## src/rtl/core/ism_pkg.sv

```systemverilog
// ----------------------------------------------------------------------------
// ism_pkg
// Shared types and constants for the interval sort and merge block.
// ----------------------------------------------------------------------------
package ism_pkg;

    // Default sizes of the sorting chain and of the stored coordinates.
    localparam int MAX_INTERVALS_DEF = 64;
    localparam int COORD_BITS_DEF    = 16;

    // Width of the coordinate fields on the ports.
    localparam int FIELD_BITS = 16;

    // Sequencer states.
    typedef enum logic {
        ST_LOAD,
        ST_DRAIN
    } t_state;

    // Per-cycle control broadcast to every cell of the chain.
    typedef struct packed {
        logic ins_en;   // insert the incoming word at its sorted place
        logic drain;    // move every entry one cell toward the head
    } t_cell_ctl;

endpackage

```

## src/rtl/core/ism_cell.sv

```systemverilog
// ----------------------------------------------------------------------------
// ism_cell
// One cell of the insertion sorting chain: holds one interval and hands it
// to its neighbor on insertion or drain.
// ----------------------------------------------------------------------------
module ism_cell #(
    parameter int COORD_BITS = 16
) (
    input  logic                   i_clk,
    input  ism_pkg::t_cell_ctl     i_ctl,
    input  logic                   i_occupied,
    input  logic                   i_is_tail,
    input  logic [COORD_BITS-1:0]  i_new_start,
    input  logic [COORD_BITS-1:0]  i_new_end,
    input  logic                   i_left_gt,
    input  logic [COORD_BITS-1:0]  i_left_start,
    input  logic [COORD_BITS-1:0]  i_left_end,
    input  logic [COORD_BITS-1:0]  i_right_start,
    input  logic [COORD_BITS-1:0]  i_right_end,
    output logic                   o_gt,
    output logic [COORD_BITS-1:0]  o_span_start,
    output logic [COORD_BITS-1:0]  o_span_end
);
    import ism_pkg::*;

    logic [COORD_BITS-1:0] r_start;
    logic [COORD_BITS-1:0] r_end;
    logic [COORD_BITS-1:0] n_start;
    logic [COORD_BITS-1:0] n_end;

    // The held interval sorts strictly after the incoming one.
    always_comb begin
        if (r_start != i_new_start) begin
            o_gt = i_occupied && (r_start > i_new_start);
        end else begin
            o_gt = i_occupied && (r_end > i_new_end);
        end
    end

    always_comb begin
        n_start = r_start;
        n_end   = r_end;
        if (i_ctl.drain) begin
            n_start = i_right_start;
            n_end   = i_right_end;
        end else if (i_ctl.ins_en) begin
            if (i_left_gt) begin
                n_start = i_left_start;
                n_end   = i_left_end;
            end else if (o_gt || i_is_tail) begin
                n_start = i_new_start;
                n_end   = i_new_end;
            end
        end
    end

    always_ff @(posedge i_clk) begin
        r_start <= n_start;
        r_end   <= n_end;
    end

    assign o_span_start = r_start;
    assign o_span_end   = r_end;

endmodule

```

## config.mk

```make
export PLATFORM = sky130hd
export DESIGN_NAME = ism_cell
export DESIGN_NICKNAME = d
export VERILOG_FILES = /design/src/rtl/core/ism_pkg.sv /design/src/rtl/core/ism_cell.sv
export SDC_FILE = /design/constraint.sdc
export NUM_CORES = 1
export LEC_CHECK = 0
export BUFFER_PORTS_ARGS = -buffer_cell sky130_fd_sc_hd__clkbuf_2
export CORE_MARGIN = 2
export CORE_UTILIZATION = 25
export CTS_CLUSTER_SIZE = 14
export DETAILED_ROUTE_END_ITERATION = 10
export GPL_TIMING_DRIVEN = 0
export PLACE_DENSITY_LB_ADDON = 0.12
export SLEW_MARGIN = 0
export SYNTH_ARGS = -nofsm -noshare
export SYNTH_HDL_FRONTEND = slang
export SYNTH_SLANG_ARGS = --single-unit
```

## constraint.sdc

```tcl
create_clock -name i_clk -period 6.5 [get_ports i_clk]
set_input_delay 0.975 -clock i_clk [delete_from_list [all_inputs] [get_ports i_clk]]
set_output_delay 0.975 -clock i_clk [all_outputs]
set_load 0.01 [all_outputs]
```

# ---- Word-level counts from Yosys, hierarchy flattened
# Index checks and enable logic that the tools add are counted.
dict set report totals {
  wordCells 20
  in_bits 102
  out_inout_bits 33
  reg_bits 32
}
dict set report classes {
  reduce_logical 6
  muxes 9
  n_eq_ne 1
  n_lt_le_gt_ge 2
}
# cell count
set op_table {}
lappend op_table {{16-bit 2-to-1 mux} 8}
lappend op_table {{16-bit greater-than comparator} 2}
lappend op_table {{16-bit != test} 1}
lappend op_table {{3-bit nonzero test} 1}
lappend op_table {{1-bit logical AND} 2}
lappend op_table {{2-bit AND reduction} 1}
lappend op_table {{2-bit nonzero test} 1}
lappend op_table {{1-bit logical OR} 1}
lappend op_table {{1-bit 2-to-1 mux} 1}

# ---- Longest topological paths before layout
dict set report logic_depth {
  ltp_word 8
  mapped_depth 7
  depth_no_buf 7
}

# ---- Worst setup path after synthesis
# OpenSTA, ideal clock, no wires.
dict set report synth_timing {
  kind {in2reg}
  startpoint {input port i_new_end[14]}
  endpoint {register r_end[0] (netlist: o_span_end[0]) (enable)}
  setup_time_ps 396
  path_buffers 0
  t_required_ps 6104
  cell_stages 7
  arrival_ps 3298
  slack_ps 2806
  path_cell_list {inv_1 > ha_1 > nand4_1 > or4_1 > a21o_2 > a31oi_1 > a311o_1}
}
dict set report synth_via {
  elab_chain_cells 6
}
# element line
set synth_rtl {}
lappend synth_rtl {{start: declaration} ism_cell.sv:14} ;# input logic [COORD_BITS-1:0] i_new_end,
lappend synth_rtl {{16-bit greater-than comparator} ism_cell.sv:36} ;# o_gt = i_occupied && (r_end > i_new_end);
lappend synth_rtl {{1-bit logical AND} ism_cell.sv:36}
lappend synth_rtl {{1-bit 2-to-1 mux} ism_cell.sv:33} ;# if (r_start != i_new_start) begin
lappend synth_rtl {{1-bit logical OR} ism_cell.sv:50} ;# end else if (o_gt || i_is_tail) begin
lappend synth_rtl {{3-bit nonzero test (no line)} n/a}
lappend synth_rtl {{2-bit AND reduction (no line)} n/a}
lappend synth_rtl {{end signal: assignment} ism_cell.sv:59} ;# r_end <= n_end;
lappend synth_rtl {{end: declaration} ism_cell.sv:27} ;# logic [COORD_BITS-1:0] r_end;
# No other way between the ends.
# A chain may end at the register's enable or synchronous reset.

# ---- Worst setup path in the final report
dict set report layout_timing {
  startpoint {input port i_new_end[14]}
  endpoint {output port o_gt}
}
dict set report layout_via {
  elab_chain_cells 3
}
# element line
set layout_rtl {}
lappend layout_rtl {{16-bit greater-than comparator} ism_cell.sv:36}
lappend layout_rtl {{1-bit logical AND} ism_cell.sv:36}
lappend layout_rtl {{1-bit 2-to-1 mux} ism_cell.sv:33}
lappend layout_rtl {{end: declaration} ism_cell.sv:20} ;# output logic o_gt,
# No other way between the ends.

==> impl_metrics.tcl <==
set metrics [dict create \
    status "finished, final reports clean" \
    hold_viol 0 \
    track_usage_pct 13.6 \
    cts_buffers 5 \
    worst-path-stages 9 \
    synth_enable_flop_cells 32 \
    max_stage_delay_ns 0.63 \
    muxShareOfSynthArea_pct 12.9 \
    dieArea_sq_um 10700 \
    num-nets-final 531 \
    p_leak_uw 0.00178 \
    core_area_sq_um 9680 \
    port_buffers 132 \
    grt_pass1_vias 2350 \
    finClkSkew_ns 0.00753 \
    ys_seq_area_share_pct 38.7 \
    synth-xor-area-share_pct 0 \
    io_pins 135 \
    max_cap_viol_count 0 \
    synth_area_sq_um 2480 \
    antenna_found_initial 0 \
    start_util_pct 25.6 \
    globalplace.congestion 0.750 \
    grt-ovfl-total 0 \
    cts_resized 0 \
    postRouteAntennaNets 0 \
    cp-start-kind "input port" \
    grt_max_degree 33 \
    yosys.area.top_type "edfxtp_1" \
    vias_per_cell 4.31 \
    dp_hpwl_um 5880 \
    cts.sinks 32 \
    fin_crit_sh_pct 61.3 \
    cts_root_buf "clkbuf_8" \
    routed_wl_um 7180 \
    synthArstFlopShare_pct 0 \
    path_cells "clkbuf_2 -> inv_1 -> ha_1 -> nand4_1 -> or4_1 -> a21o_2 -> a31oi_1 -> and2_2 -> clkbuf_2" \
    syn2layout_area_growth_pct 36.5 \
    synth-compound-area-share_pct 13.8 \
    avgSynthCellArea_sq_um 9.62 \
    synth_most_common_cell "nand2_1" \
    cpMostUsedCell "clkbuf_2" \
    power.density_nw_per_um2 175 \
    fill_cells 1054 \
    final_area_sq_um 3390 \
    wl_per_cell_um 13.6 \
    yosysWarnings 0 \
    via_count 2285 \
    vdd_drop_max_mv 0.0856 \
    synth_top_area_share_pct 38.7 \
    synth_fp_nets 392 \
    synthTopCellsByArea "edfxtp_1 39%, ha_1 16%, mux2i_1 13%" \
    clk_latency_ns 0.28 \
    worstSetupPathType "input port to primary output" \
    critPathTopFamily "simple AND/OR/NAND/NOR gates" \
    synthSimpleGateAreaFrac_pct 11.1 \
    setup_viol 0 \
    drive_gt1_share_pct 37.3 \
    slew_violations 0 \
    slew_headroom_pct 43.9 \
    synth_flop_cell "edfxtp_1" \
    clock_path_buffers 2 \
    drtPass1Iterations 4 \
    critPathCaptureType "primary output" \
    die_x_um 104 \
    dpl_cell_area_sq_um 3310 \
    cts_tree "yes" \
    max_clock_freq_ghz 0.251 \
    die_h_um 104 \
    multi_input_area_sq_um 1340 \
    fin_tns_setup_ns 0 \
    synthAdderAreaFrac_pct 16.1 \
    holdBufCountCts 0 \
    whs_path_depth 3 \
    synthCells 258 \
    rows 36 \
    critPathMaxFanout 4 \
    post-cts-setup-buffers 0 \
    path_buf_inv 3 \
    antennaDiodeCount 0 \
    drt_iter0_markers 52 \
    worst_pin_slew_ns 0.842 \
    synth_top_family_by_area "adder cells" \
    cp.arrival_ns 3.01 \
    rsz0062_at_grt "false" \
    ff_latch_area_sq_um 961 \
    grt_pass1_wl_um 11600 \
    r2r_cells 6 \
    ys_seq_elements 32 \
    crit_slowest_cell "or4_1" \
    drc 0 \
    htree_levels 2 \
    ys_top_cells_by_count "40 x nand2_1, 37 x o21ai_0" \
    cts.clk_slew.worst_paths_ns 0.07 \
    netlist-cell-type-count 28 \
    fin_crit_ns 3.99 \
    worstHoldPathType "input port to flop" \
    cp.required_ns 5.52 \
]
cell families after synthesis:
kind of cell             count (synthesis)
AO/OA/AOI/OAI                           60
buffers and inverters                   43
multiplexers                            32
AND/OR/NAND/NOR                         59
adder cells (fa/ha/maj)                 32
flip-flops                              32
cell usage in the layout (no fill, tap or decap):
| cell type | count |
|---|---|
| clkbuf_8 | 7 |
| inv_1 | 32 |
| and2_2 | 1 |
| o21ai_0 | 37 |
| edfxtp_1 | 32 |
| or4_1 | 1 |
| or4_4 | 1 |
| clkbuf_1 | 10 |
| nand3_1 | 1 |
| clkbuf_2 | 132 |
| a221oi_1 | 1 |
| clkinv_2 | 1 |
| nor2_1 | 4 |
| mux2i_1 | 32 |
| o211ai_1 | 1 |
| o21a_1 | 1 |
| a21oi_1 | 11 |
| a21o_2 | 2 |
| nand4_1 | 4 |
| nand2_1 | 40 |
| nand4_2 | 2 |
| nor2b_1 | 1 |
| nand2b_1 | 2 |
| a211oi_1 | 2 |
| ha_1 | 32 |
| a311o_2 | 1 |
| a31oi_1 | 2 |
| o41ai_2 | 1 |
| o21bai_1 | 1 |
| nor3_1 | 2 |
worst min-delay path, delay by kind of cell:
kind	cells	cell delay (ns)
compound gates	1	0.05
simple gates	1	0.04
buf+inv	1	0.07
state kept, by name (all words and copies together), names as in the netlist:
signal,flops
o_span_end,16
o_span_start,16
layout make-up:
type | instances | share of cell area (%)
clock buffers | 6 | 2.14
clock inverters | 1 | 0.148
inverters | 32 | 3.55
multi-input cells | 183 | 39.6
repair buffers | 132 | 19.5
flip-flops and latches | 32 | 28.4
well taps | 133 | 4.91
plain buffers | 11 | 1.81
power by group:
part | internal (uW) | total [uW] | switching (uW)
sequential | 256 | 269 | 12.8
clock | 72.8 | 146 | 73.5
combinational | 82.2 | 178 | 95.4
path summary, 6_finish.rpt:
| kind | slack (ns) | to | start |
|---|---|---|---|
| setup / recovery | 2.51 | o_gt | i_new_end[14] |
| hold / removal | 0.97 | o_span_start[1] | i_right_start[1] |
| setup reg to reg | 3.31 | o_span_start[10] | o_span_end[15] |
| hold reg to reg | 1.74 | o_span_start[15] | o_span_start[15] |
metal layers:
| metal | share of wire [%] | global-route usage [%] | wire length [um] | up-vias |
|---|---|---|---|---|
| li1 | - | - | - | 1199 |
| met1 | 46 | 17.5 | 3300 | 1008 |
| met2 | 47 | 23.1 | 3400 | 76 |
| met3 | 6.3 | 3.65 | 450 | 2 |
| met4 | 0.47 | 2.70 | 34 | 0 |
| met5 | 0 | 0 | 0 | - |
metrics by stage:
stage          hold WS [ns]  worst slack, ns  cells  util (%)  power [uW]
2_1_floorplan          1.16             2.81    258         -         371
3_5_place_dp           1.26             2.50    523      34.2         456
6_report              0.969             2.51    530      35.0         593
5_1_grt               0.965             2.41    530      35.0         640
3_3_place_gp           1.25             1.85    523      34.2         455
4_1_cts               0.961             2.49    530      35.0         608
No activity file was read; power rests on OpenSTA's default activity.
